===== config.mk =====
export PLATFORM = sky130hd
export DESIGN_NAME = lru_page_replacement_top
export DESIGN_NICKNAME = d
export VERILOG_FILES = /design/src/design/lrupr_pkg.sv /design/src/design/lrupr_fault_cnt.sv /design/src/design/lrupr_frames.sv /design/src/design/lru_page_replacement_top.sv
export VERILOG_INCLUDE_DIRS = /design/src /design/src/design
export SDC_FILE = /design/constraint.sdc
export NUM_CORES = 2
export LEC_CHECK = 0
export BUFFER_PORTS_ARGS = -buffer_cell sky130_fd_sc_hd__buf_2
export CORE_UTILIZATION = 40
export CTS_BUF_LIST = sky130_fd_sc_hd__clkbuf_8 sky130_fd_sc_hd__clkbuf_16
export DETAILED_ROUTE_END_ITERATION = 8
export SLEW_MARGIN = 20
export SYNTH_ARGS = -nofsm -noshare
export SYNTH_HDL_FRONTEND = slang
export SYNTH_SLANG_ARGS = --single-unit

===== constraint.sdc =====
create_clock -name clk -period 6.05 [get_ports clk]
set_input_delay 0.3025 -clock clk [delete_from_list [all_inputs] [get_ports clk]]
set_output_delay 0.3025 -clock clk [all_outputs]
set_load 0.01 [all_outputs]

===== src/design/lru_page_replacement_top_assert.svh =====
`ifndef LRU_PAGE_REPLACEMENT_TOP_ASSERT_SVH
`define LRU_PAGE_REPLACEMENT_TOP_ASSERT_SVH

// same-cycle implication, checked outside reset
`define LRUPR_ASSERT_NOW(label, ante, cons) \
	label: assert property (@(posedge clk) disable iff (!arst_n) (ante) |-> (cons)) \
		else $error("lru page replacement check failed");

// next-cycle implication, checked outside reset
`define LRUPR_ASSERT_NEXT(label, ante, cons) \
	label: assert property (@(posedge clk) disable iff (!arst_n) (ante) |=> (cons)) \
		else $error("lru page replacement check failed");

`endif


===== src/design/lrupr_pkg.sv =====
package lrupr_pkg;

	localparam int FRAMES_DEF    = 16;
	localparam int PAGE_BITS_DEF = 16;
	localparam int CFG_W         = 5;
	localparam int IDX_W         = 4;
	localparam int CNT_W         = 32;

	localparam logic [CFG_W-1:0] FRAMES_IN_USE_RST = 5'd16;

	typedef struct packed {
		logic             is_fault;
		logic [IDX_W-1:0] frame_index;
		logic             evicted_valid;
	} lrupr_res_t;

endpackage


===== src/design/lrupr_fault_cnt.sv =====
module lrupr_fault_cnt
	import lrupr_pkg::*;
(
	input  logic             clk,
	input  logic             arst_n,
	input  logic             upd,
	input  logic             fault,
	output logic [CNT_W-1:0] cnt_q,
	output logic [CNT_W-1:0] cnt_next
);

	// saturating at all ones
	assign cnt_next = (fault && (cnt_q != '1)) ? cnt_q + CNT_W'(1) : cnt_q;

	always_ff @(posedge clk or negedge arst_n) begin
		if (!arst_n) begin
			cnt_q <= '0;
		end else if (upd) begin
			cnt_q <= cnt_next;
		end
	end

endmodule


===== src/design/lrupr_frames.sv =====
module lrupr_frames
	import lrupr_pkg::*;
#(
	parameter int FRAMES    = FRAMES_DEF,
	parameter int PAGE_BITS = PAGE_BITS_DEF
) (
	input  logic                 clk,
	input  logic                 arst_n,
	input  logic                 upd,
	input  logic [PAGE_BITS-1:0] page,
	input  logic [CFG_W-1:0]     frames_in_use,
	output lrupr_res_t           res,
	output logic [PAGE_BITS-1:0] evicted_page
);

	localparam int FW = (FRAMES > 1) ? $clog2(FRAMES) : 1;
	localparam int NW = ($clog2(FRAMES + 1) > CFG_W) ? $clog2(FRAMES + 1) : CFG_W;

	logic [PAGE_BITS-1:0] pages_q [FRAMES];
	logic [FW-1:0]        rank_q  [FRAMES];
	logic [FRAMES-1:0]    valid_q;

	logic [NW-1:0]        n_eff;
	logic [FRAMES-1:0]    active;
	logic [FRAMES-1:0]    hit_c;
	logic [FRAMES-1:0]    empty_c;
	logic [FRAMES-1:0]    hit_oh;
	logic [FRAMES-1:0]    empty_oh;
	logic [FRAMES-1:0]    victim_oh;
	logic [FRAMES-1:0]    sel_oh;
	logic [FRAMES-1:0]    age;
	logic                 hit;
	logic                 has_empty;
	logic                 fill;
	logic [FW-1:0]        slot;
	logic [FW-1:0]        sel_rank;
	logic [PAGE_BITS-1:0] old_page;

	// clamp frame count to 1..FRAMES
	always_comb begin
		n_eff = NW'(frames_in_use);
		if (n_eff == '0) begin
			n_eff = NW'(1);
		end else if (n_eff > NW'(FRAMES)) begin
			n_eff = NW'(FRAMES);
		end
	end

	always_comb begin
		for (int i = 0; i < FRAMES; i++) begin
			active[i]  = NW'(i) < n_eff;
			hit_c[i]   = active[i] && valid_q[i] && (pages_q[i] == page);
			empty_c[i] = active[i] && !valid_q[i];
		end
	end

	// lowest set bit
	assign hit_oh    = hit_c & (~hit_c + FRAMES'(1));
	assign empty_oh  = empty_c & (~empty_c + FRAMES'(1));
	assign hit       = |hit_c;
	assign has_empty = |empty_c;
	assign fill      = !hit && has_empty;

	// oldest active frame, ties to the higher index
	always_comb begin
		logic is_max;
		for (int i = 0; i < FRAMES; i++) begin
			is_max = active[i];
			for (int j = 0; j < FRAMES; j++) begin
				if (j > i && active[j]) begin
					is_max = is_max && (rank_q[j] < rank_q[i]);
				end else if (j < i && active[j]) begin
					is_max = is_max && (rank_q[j] <= rank_q[i]);
				end
			end
			victim_oh[i] = is_max;
		end
	end

	assign sel_oh = hit ? hit_oh : (has_empty ? empty_oh : victim_oh);

	always_comb begin
		slot     = '0;
		sel_rank = '0;
		old_page = '0;
		for (int i = 0; i < FRAMES; i++) begin
			if (sel_oh[i]) begin
				slot     = slot | FW'(i);
				sel_rank = sel_rank | rank_q[i];
				old_page = old_page | pages_q[i];
			end
		end
	end

	always_comb begin
		for (int i = 0; i < FRAMES; i++) begin
			age[i] = !sel_oh[i] && valid_q[i] && (fill || (rank_q[i] < sel_rank));
		end
	end

	assign res.is_fault      = !hit;
	assign res.frame_index   = IDX_W'(slot);
	assign res.evicted_valid = !hit && !has_empty;
	assign evicted_page      = res.evicted_valid ? old_page : '0;

	always_ff @(posedge clk or negedge arst_n) begin
		if (!arst_n) begin
			valid_q <= '0;
			for (int i = 0; i < FRAMES; i++) begin
				rank_q[i] <= '0;
			end
		end else if (upd) begin
			for (int i = 0; i < FRAMES; i++) begin
				if (sel_oh[i]) begin
					valid_q[i] <= 1'b1;
					rank_q[i]  <= '0;
				end else if (age[i]) begin
					rank_q[i] <= rank_q[i] + FW'(1);
				end
			end
		end
	end

	always_ff @(posedge clk) begin
		if (upd) begin
			for (int i = 0; i < FRAMES; i++) begin
				if (sel_oh[i]) begin
					pages_q[i] <= page;
				end
			end
		end
	end

endmodule


===== src/design/lru_page_replacement_top.sv =====
// a word accepted into the input register gets its tag compare and recency
// update combinationally, and the result enters the output register once
// that is empty or out_ready; one word per cycle while out_ready stays high
// reset: arst_n clears frame valid bits, ranks, fault count and both stage valid
// flags, and sets frames_in_use to 16; no clearing pass is needed
module lru_page_replacement_top
	import lrupr_pkg::*;
#(
	parameter int FRAMES    = FRAMES_DEF,
	parameter int PAGE_BITS = PAGE_BITS_DEF
) (
	input  logic                 clk,
	input  logic                 arst_n,
	input  logic                 cfg_we,
	input  logic [CFG_W-1:0]     cfg_wdata,
	input  logic                 in_valid,
	output logic                 in_ready,
	input  logic [PAGE_BITS-1:0] page_number,
	output logic                 out_valid,
	input  logic                 out_ready,
	output logic                 is_fault,
	output logic [IDX_W-1:0]     frame_index,
	output logic                 evicted_valid,
	output logic [PAGE_BITS-1:0] evicted_page,
	output logic [CNT_W-1:0]     fault_count
);

	logic [CFG_W-1:0]     frames_in_use_q;
	logic                 vld_s1;
	logic [PAGE_BITS-1:0] page_s1;
	logic                 vld_s2;
	lrupr_res_t           res_s2;
	logic [PAGE_BITS-1:0] evicted_page_s2;
	logic [CNT_W-1:0]     fault_count_s2;
	logic                 adv;
	lrupr_res_t           res;
	logic [PAGE_BITS-1:0] ev_page;
	logic [CNT_W-1:0]     cnt_q;
	logic [CNT_W-1:0]     cnt_next;

	assign adv      = vld_s1 && (!vld_s2 || out_ready);
	assign in_ready = !vld_s1 || adv;

	always_ff @(posedge clk or negedge arst_n) begin
		if (!arst_n) begin
			frames_in_use_q <= FRAMES_IN_USE_RST;
		end else if (cfg_we) begin
			frames_in_use_q <= cfg_wdata;
		end
	end

	always_ff @(posedge clk or negedge arst_n) begin
		if (!arst_n) begin
			vld_s1 <= 1'b0;
			vld_s2 <= 1'b0;
		end else begin
			if (in_ready) begin
				vld_s1 <= in_valid;
			end
			if (adv) begin
				vld_s2 <= 1'b1;
			end else if (out_ready) begin
				vld_s2 <= 1'b0;
			end
		end
	end

	always_ff @(posedge clk) begin
		if (in_valid && in_ready) begin
			page_s1 <= page_number;
		end
		if (adv) begin
			res_s2          <= res;
			evicted_page_s2 <= ev_page;
			fault_count_s2  <= cnt_next;
		end
	end

	lrupr_frames #(
		.FRAMES    (FRAMES),
		.PAGE_BITS (PAGE_BITS)
	) u_frames (
		.clk           (clk),
		.arst_n        (arst_n),
		.upd           (adv),
		.page          (page_s1),
		.frames_in_use (frames_in_use_q),
		.res           (res),
		.evicted_page  (ev_page)
	);

	lrupr_fault_cnt u_fault_cnt (
		.clk      (clk),
		.arst_n   (arst_n),
		.upd      (adv),
		.fault    (res.is_fault),
		.cnt_q    (cnt_q),
		.cnt_next (cnt_next)
	);

	assign out_valid     = vld_s2;
	assign is_fault      = res_s2.is_fault;
	assign frame_index   = res_s2.frame_index;
	assign evicted_valid = res_s2.evicted_valid;
	assign evicted_page  = evicted_page_s2;
	assign fault_count   = fault_count_s2;

	`include "lru_page_replacement_top_assert.svh"

	`LRUPR_ASSERT_NOW(a_evict_is_fault, vld_s2, !res_s2.evicted_valid || res_s2.is_fault)
	`LRUPR_ASSERT_NOW(a_hit_keeps_count, adv && !res.is_fault, cnt_next == cnt_q)
	`LRUPR_ASSERT_NOW(a_ready_when_empty, !vld_s2, in_ready)
	`LRUPR_ASSERT_NEXT(a_count_loaded, adv, fault_count_s2 == cnt_q)

endmodule

# Word level (Yosys, flattened, before mapping)
# Memory sizes are Yosys's and may differ from the RTL's.
# Cells that the tools add are included.
# W data, S select, Z words.
# totals
ff_bits	189
mem_bits_rw	256
out_inout_bits	56
memories	1
# op_classes
add_sub_neg	19
magnitude_cmp	273
n_eq_ne	17
mux	417
n_bitwise	34
n_reduce_logical	449
# mem_list
name	depth	word_bits	rd	rd_clocked_by_memory_dff	wr	line_no	text
u_frames.pages_q	16	16	16	0	1	lrupr_frames.sv:19	logic [PAGE_BITS-1:0] pages_q [FRAMES];
# op_table
operator	count
$lt A4 B4 Y1	136
$mux W16	33
$le A4 B4 Y1	120
$logic_and A1 B1 Y1	325
$mux W1	306
$mux W4	69
$reduce_or A16 Y1	17
$eq A16 B16 Y1	16
$or A16 B16 Y16	15
$add A4 B1 Y4 const B	16
$reduce_and A2 Y1	32
$or A4 B4 Y4	15
$lt A4 B5 Y1 const A	8
$logic_not A1 Y1	36
$reduce_bool A2 Y1	17
$add A16 B1 Y16 const B	2
$add A32 B1 Y32 const B	1
$and A16 B16 Y16	2
$mux W32	1
$ne A32 B32 Y1 const B	1
$not A16 Y16	2
$lt A3 B5 Y1 const A	4
$logic_or A1 B1 Y1	18
$mux W3	4
9 further kinds	13

# Depth between registers and ports, before layout
# logic_depth
ltp_word	72
ltp_mapped	27

# Cells and area by module
# From an unflattened synthesis, not the netlist that was laid out.
# hier_totals
hier_cells	3670
hier_area_um2	36567.6
# by_module_without_submodules
mod	instances	cells_per_inst	area_each_um2	seq_area_each_um2
lrupr_frames	1	3345	32054.5	9689.3
lru_page_replacement_top	1	88	2373.5	2278.4
lrupr_fault_cnt	1	237	2139.6	800.8

# Worst setup path before layout
# OpenSTA, ideal clock, no wires.
# synth_timing
path_kind	register to register
start	register page_s1[5]
end	register u_frames.rank_q[35] (netlist name)
arrival_time_ns	5.726
t_required_ns	5.967
setup_slack_ns	0.241
path_stages_with_launch	22
n_path_buf	2
path_cell_list	edfxtp_1 -> buf_2 -> xor2_1 -> or4_1 -> or3_1 -> or3_1 -> nand4_2 -> or4_4 -> nor2_4 -> a21o_1 -> clkbuf_1 -> a22oi_1 -> nand3_1 -> a221oi_1 -> nand4_1 -> a21oi_1 -> ha_1 -> a2111oi_0 -> a211o_1 -> nand3_1 -> or3_1 -> a21oi_1
# synth_between
elab_chain_cells	42
elab_cells_between_ends	78
# synth_lines
element	line_no	text
start: declaration	lru_page_replacement_top.sv:30	logic [PAGE_BITS-1:0] page_s1;
start signal: assignment	lru_page_replacement_top.sv:70	page_s1 <= page_number;
$eq A16 B16 Y1	lrupr_frames.sv:52	hit_c[i] = active[i] && valid_q[i] && (pages_q[i] == page);
$logic_and A1 B1 Y1	lrupr_frames.sv:52	
$not A16 Y16	lrupr_frames.sv:58	assign hit_oh = hit_c & (~hit_c + FRAMES'(1));
$add A16 B1 Y16	lrupr_frames.sv:58	
$and A16 B16 Y16	lrupr_frames.sv:58	
$mux W16	lrupr_frames.sv:80	assign sel_oh = hit ? hit_oh : (has_empty ? empty_oh : victim_oh);
$mux W4	lrupr_frames.sv:87	if (sel_oh[i]) begin
$or A4 B4 Y4	lrupr_frames.sv:89	sel_rank = sel_rank | rank_q[i];
(+26 left out)	-	
$mux W4	lrupr_frames.sv:87	
$or A4 B4 Y4	lrupr_frames.sv:89	
$mux W4	lrupr_frames.sv:87	
$lt A4 B4 Y1	lrupr_frames.sv:97	age[i] = !sel_oh[i] && valid_q[i] && (fill || (rank_q[i] < sel_rank));
$logic_or A1 B1 Y1	lrupr_frames.sv:97	
$logic_and A1 B1 Y1	lrupr_frames.sv:97	
$reduce_bool A2 Y1 (no line)	-	
$reduce_and A2 Y1 (no line)	-	
end signal: indexed assignment	lrupr_frames.sv:118	rank_q[i] <= rank_q[i] + FW'(1);
end: declaration	lrupr_frames.sv:20	logic [FW-1:0] rank_q [FRAMES];
# Several ways; a longest one is shown, not always the timed one.
# A chain may end at the register's enable or synchronous reset.

# Final worst setup path
# layout_timing
start	register u_frames.rank_q[35] (netlist name)
end	register u_frames.rank_q[51] (netlist name)
# layout_between
elab_chain_cells	57
elab_cells_between_ends	355
# layout_lines
element	line_no	text
$lt A4 B4 Y1	lrupr_frames.sv:71	is_max = is_max && (rank_q[j] < rank_q[i]);
$logic_and A1 B1 Y1	lrupr_frames.sv:71	
$mux W1	lrupr_frames.sv:70	if (j > i && active[j]) begin
$logic_and A1 B1 Y1	lrupr_frames.sv:71	
$mux W1	lrupr_frames.sv:70	
$logic_and A1 B1 Y1	lrupr_frames.sv:71	
$mux W1	lrupr_frames.sv:70	
$logic_and A1 B1 Y1	lrupr_frames.sv:71	
(+41 left out)	-	
$mux W4	lrupr_frames.sv:87	
$or A4 B4 Y4	lrupr_frames.sv:89	
$mux W4	lrupr_frames.sv:87	
$lt A4 B4 Y1	lrupr_frames.sv:97	
$logic_or A1 B1 Y1	lrupr_frames.sv:97	
$logic_and A1 B1 Y1	lrupr_frames.sv:97	
$reduce_bool A2 Y1 (no line)	-	
$reduce_and A2 Y1 (no line)	-	
# Several ways; a longest one is shown, not always the timed one.

==> impl_metrics.toml <==
[outcome]
outcome = "complete, no violations"

[timing]
finalCritPeriodShare_pct = 99.9
max_freq_mhz = 165
fin_crit_ns = 6.04
finClkSkew_ns = 0.0285
worst_pin_slew_ns = 1.04
hold_violations = 0
setup_ws_ns = 0.00541
rsz0062_at_grt = "no"
maxSlewViolCount = 0
setup_violations = 0
relSlewSlack_pct = 30.0
fin_setup_tns_ns = 0

[setup_path]
cp-end-kind = "register"
r2r_start = "u_frames.rank_q[35]"
critPathLaunchType = "register"
reg2reg_slack_ns = 0.005
path_max_fanout = 8
r2r_end = "u_frames.rank_q[51]"
r2r_cells = 19
cp.arrival_ns = 6.56
required_ns = 6.57
crit_type = "reg2reg"

[yosys]
syn_nets = 4237
synth_edf_count = 326
async_flop_share_pct = 26.7
postSynthAreaPerCell_um2 = 9.93
syn_area_um2 = 36400
ys.flop_type = "edfxtp_1"
yosysWarnings = 0
ys_ff_latch = 445
synth_cell_type_count = 108
synth-seq-area-share_pct = 35.1
synthCells = 3666

[clock_tree]
cts_sinks = 445
cts_buffers = 48
clock_path_buffers = 3
cts.reportedPaths.clkPinSlew_ns = 0.07
cts_tree = "done"
clock_latency_ns = 0.62
cts-root-buf = "clkbuf_16"
cts_max_level = 2

[route]
post_drt_wl_per_cell_um = 30.5
viasPerCell = 6.37
antenna_left = 0
drt-initial-drc-count = 4090
drt_wl_total_mm = 164
dr.pass1.iters = 8
drcViolationCount = 0
num_vias = 34213

[placed_design]
pre_cts_slack_ns = -0.0452
gp_congestion = 1.08
numPortBuffers = 81
dp.final_hpwl_mm = 129

[global_routing]
grt_pass1_vias = 32372
grt_use_total_pct = 34.7
antenna_found_initial = 8
grt_pass1_wl_mm = 233
grt_max_degree = 64
grt.overflow.total = 0

[power_and_ir_drop]
p_per_area_nw_per_um2 = 540
peakVddDrop_v = 0.000289
power.leakage_nw = 18.1

[floorplanning]
io_pins = 82
dieHeight_um = 304
rows = 110
fp.coreArea_um2 = 90000
die_x_um = 304
die_area_um2 = 92200
start_util_pct = 40.4

[worst_hold_path]
worstHoldStart = "cfg_wdata[1]"
hold_depth = 2
worst_hold_path.endpoint = "frames_in_use_q[1]"
hold_path_class = "in2reg"

[run]
maxCapViolations = 0

[final_layout]
fin_util_pct = 48.3
syn_to_final_growth_pct = 19.5
drive_above_1_share_pct = 16.9
final_nets = 4722
-- layout make-up --
class                           instances  area [um^2]
Sequential cell                       445        12800
Inverter                              137          524
Antenna cell                            3         7.51
Clock inverter                         37          443
Clock buffer                           52         1260
Multi-Input combinational cell       2971        22700
Fill cell                            8375        46500
Timing Repair Buffer                  548         4330
Tap cell                             1176         1470
-- cell usage after synthesis (all sizes together) (118+ instances only) --
cell / n / share of area (%)
a21oi: 309 / 4.4
dfrtp: 118 / 8.1
edfxtp: 326 / 27
ha: 545 / 19
inv: 136 / 1.4
nand2: 207 / 2.2
nand3: 131 / 1.8
nand4: 150 / 2.6
nor2: 162 / 1.7
o21ai: 155 / 2.1
xnor2: 188 / 4.5
xor2: 141 / 3.4
-- critical path, cell delays in order (launching register included) --
cell	delay, ns
dfrtp_1	0.60
inv_1	0.37
ha_1	0.42
nand3_1	0.10
o21ai_0	0.58
a2111oi_0	0.34
a41oi_1	0.60
nor2_1	0.12
a21oi_1	0.27
nor2_1	0.12
a221o_1	0.31
nor2_1	0.42
buf_4	0.25
ha_1	0.23
or3_1	0.30
o21ai_0	0.15
a21oi_4	0.05
a31o_1	0.24
or3_1	0.31
a21oi_1	0.15
-- flip-flops by register name, summed over array words and instances, names as in the netlist, 5 cells and up --
register / count
fault_count: 32
u_frames.pages_q: 256
u_fault_cnt.cnt_q: 32
evicted_page: 16
frames_in_use_q: 5
u_frames.rank_q: 64
page_s1: 16
u_frames.valid_q: 16
-- logic make-up (layout without fill, tap and decap cells) --
logic type / Yosys count / in the layout / share of synthesized area, %
and+or+nand+nor: 1113 / 1113 / 16.8
adders and majority gates: 545 / 545 / 18.7
AOI/OAI and AO/OA: 977 / 977 / 18.3
other: 0 / 3 / 0
muxes: 7 / 7 / 0.213
xor gates and xnor gates: 329 / 329 / 7.92
DFF: 445 / 445 / 35.1
buffers and inverters: 250 / 774 / 2.98
-- metal layers --
metal	track usage, %	share of wire, %	wire length, um
met5	0	0.058	95
met1	45.7	40	66100
met2	53.1	43	70000
met3	5.24	9.0	14700
met4	22.6	7.9	13000
-- report_power, final --
part / internal, mW / leakage (nW) / switching [mW] / total, mW
Sequential: 3.76 / 4.49 / 0.518 / 4.28
Clock: 1.86 / 0.849 / 1.35 / 3.20
Combinational: 6.24 / 12.7 / 9.76 / 16.0
Total: 11.9 / 18.1 / 11.6 / 23.5
-- how the worst max path moves through the flow --
stage	start	to	slack, ns	depth (start not counted)
after floorplan	page_s1[5]	u_frames.rank_q[35]	0.24	21
after global placement	u_frames.rank_q[19]	u_frames.rank_q[27]	-0.16	23
after detailed placement	page_s1[11]	u_frames.rank_q[17]	-0.05	23
after CTS	u_frames.rank_q[19]	u_frames.rank_q[31]	0.06	26
after global routing	u_frames.rank_q[19]	u_frames.rank_q[60]	0.004	24
final	u_frames.rank_q[35]	u_frames.rank_q[51]	0.005	19
-- layout by cell type (no fill, tap or decap), drive strengths merged, types with 23 or more instances in the layout --
cell type and n:
a22oi 68, nand2 207, o21ai 155, inv 145, or3 27, a31oi 25
edfxtp 326, o211ai 60, a22o 32, a21oi 309, a21o 71, nor3 72
nor2 162, a221oi 34, dfrtp 118, ha 545, nor4 57, nand2b 67
nand3 131, or4 23, nand4 150, a2111oi 24, clkbuf 52, xnor2 188
buf 529, o31ai 24, and3 29, xor2 141, nor2b 78
-- timing repair --
action | 4_1_cts | 5_1_grt
hold buffers | 19 | 0
setup buffers | 0 | 6
resized for setup | 2 | 18
endpoints found under the setup margin | 15 | 59
endpoints found under the hold margin | 80 | 0
pin swaps | 0 | 1
-- stage by stage --
stage	cells	cell area (um^2)	total power [mW]	hold WS [ns]
after floorplan	3666	36400	13.0	0.00691
after global routing	5366	43500	24.8	0.0324
after detailed placement	5252	41500	19.7	0.343
final	5369	43500	23.5	0.0236
after CTS	5360	43400	22.9	0.0128
after global placement	5252	41500	19.6	0.347
Power figures use the tool's default switching activity.
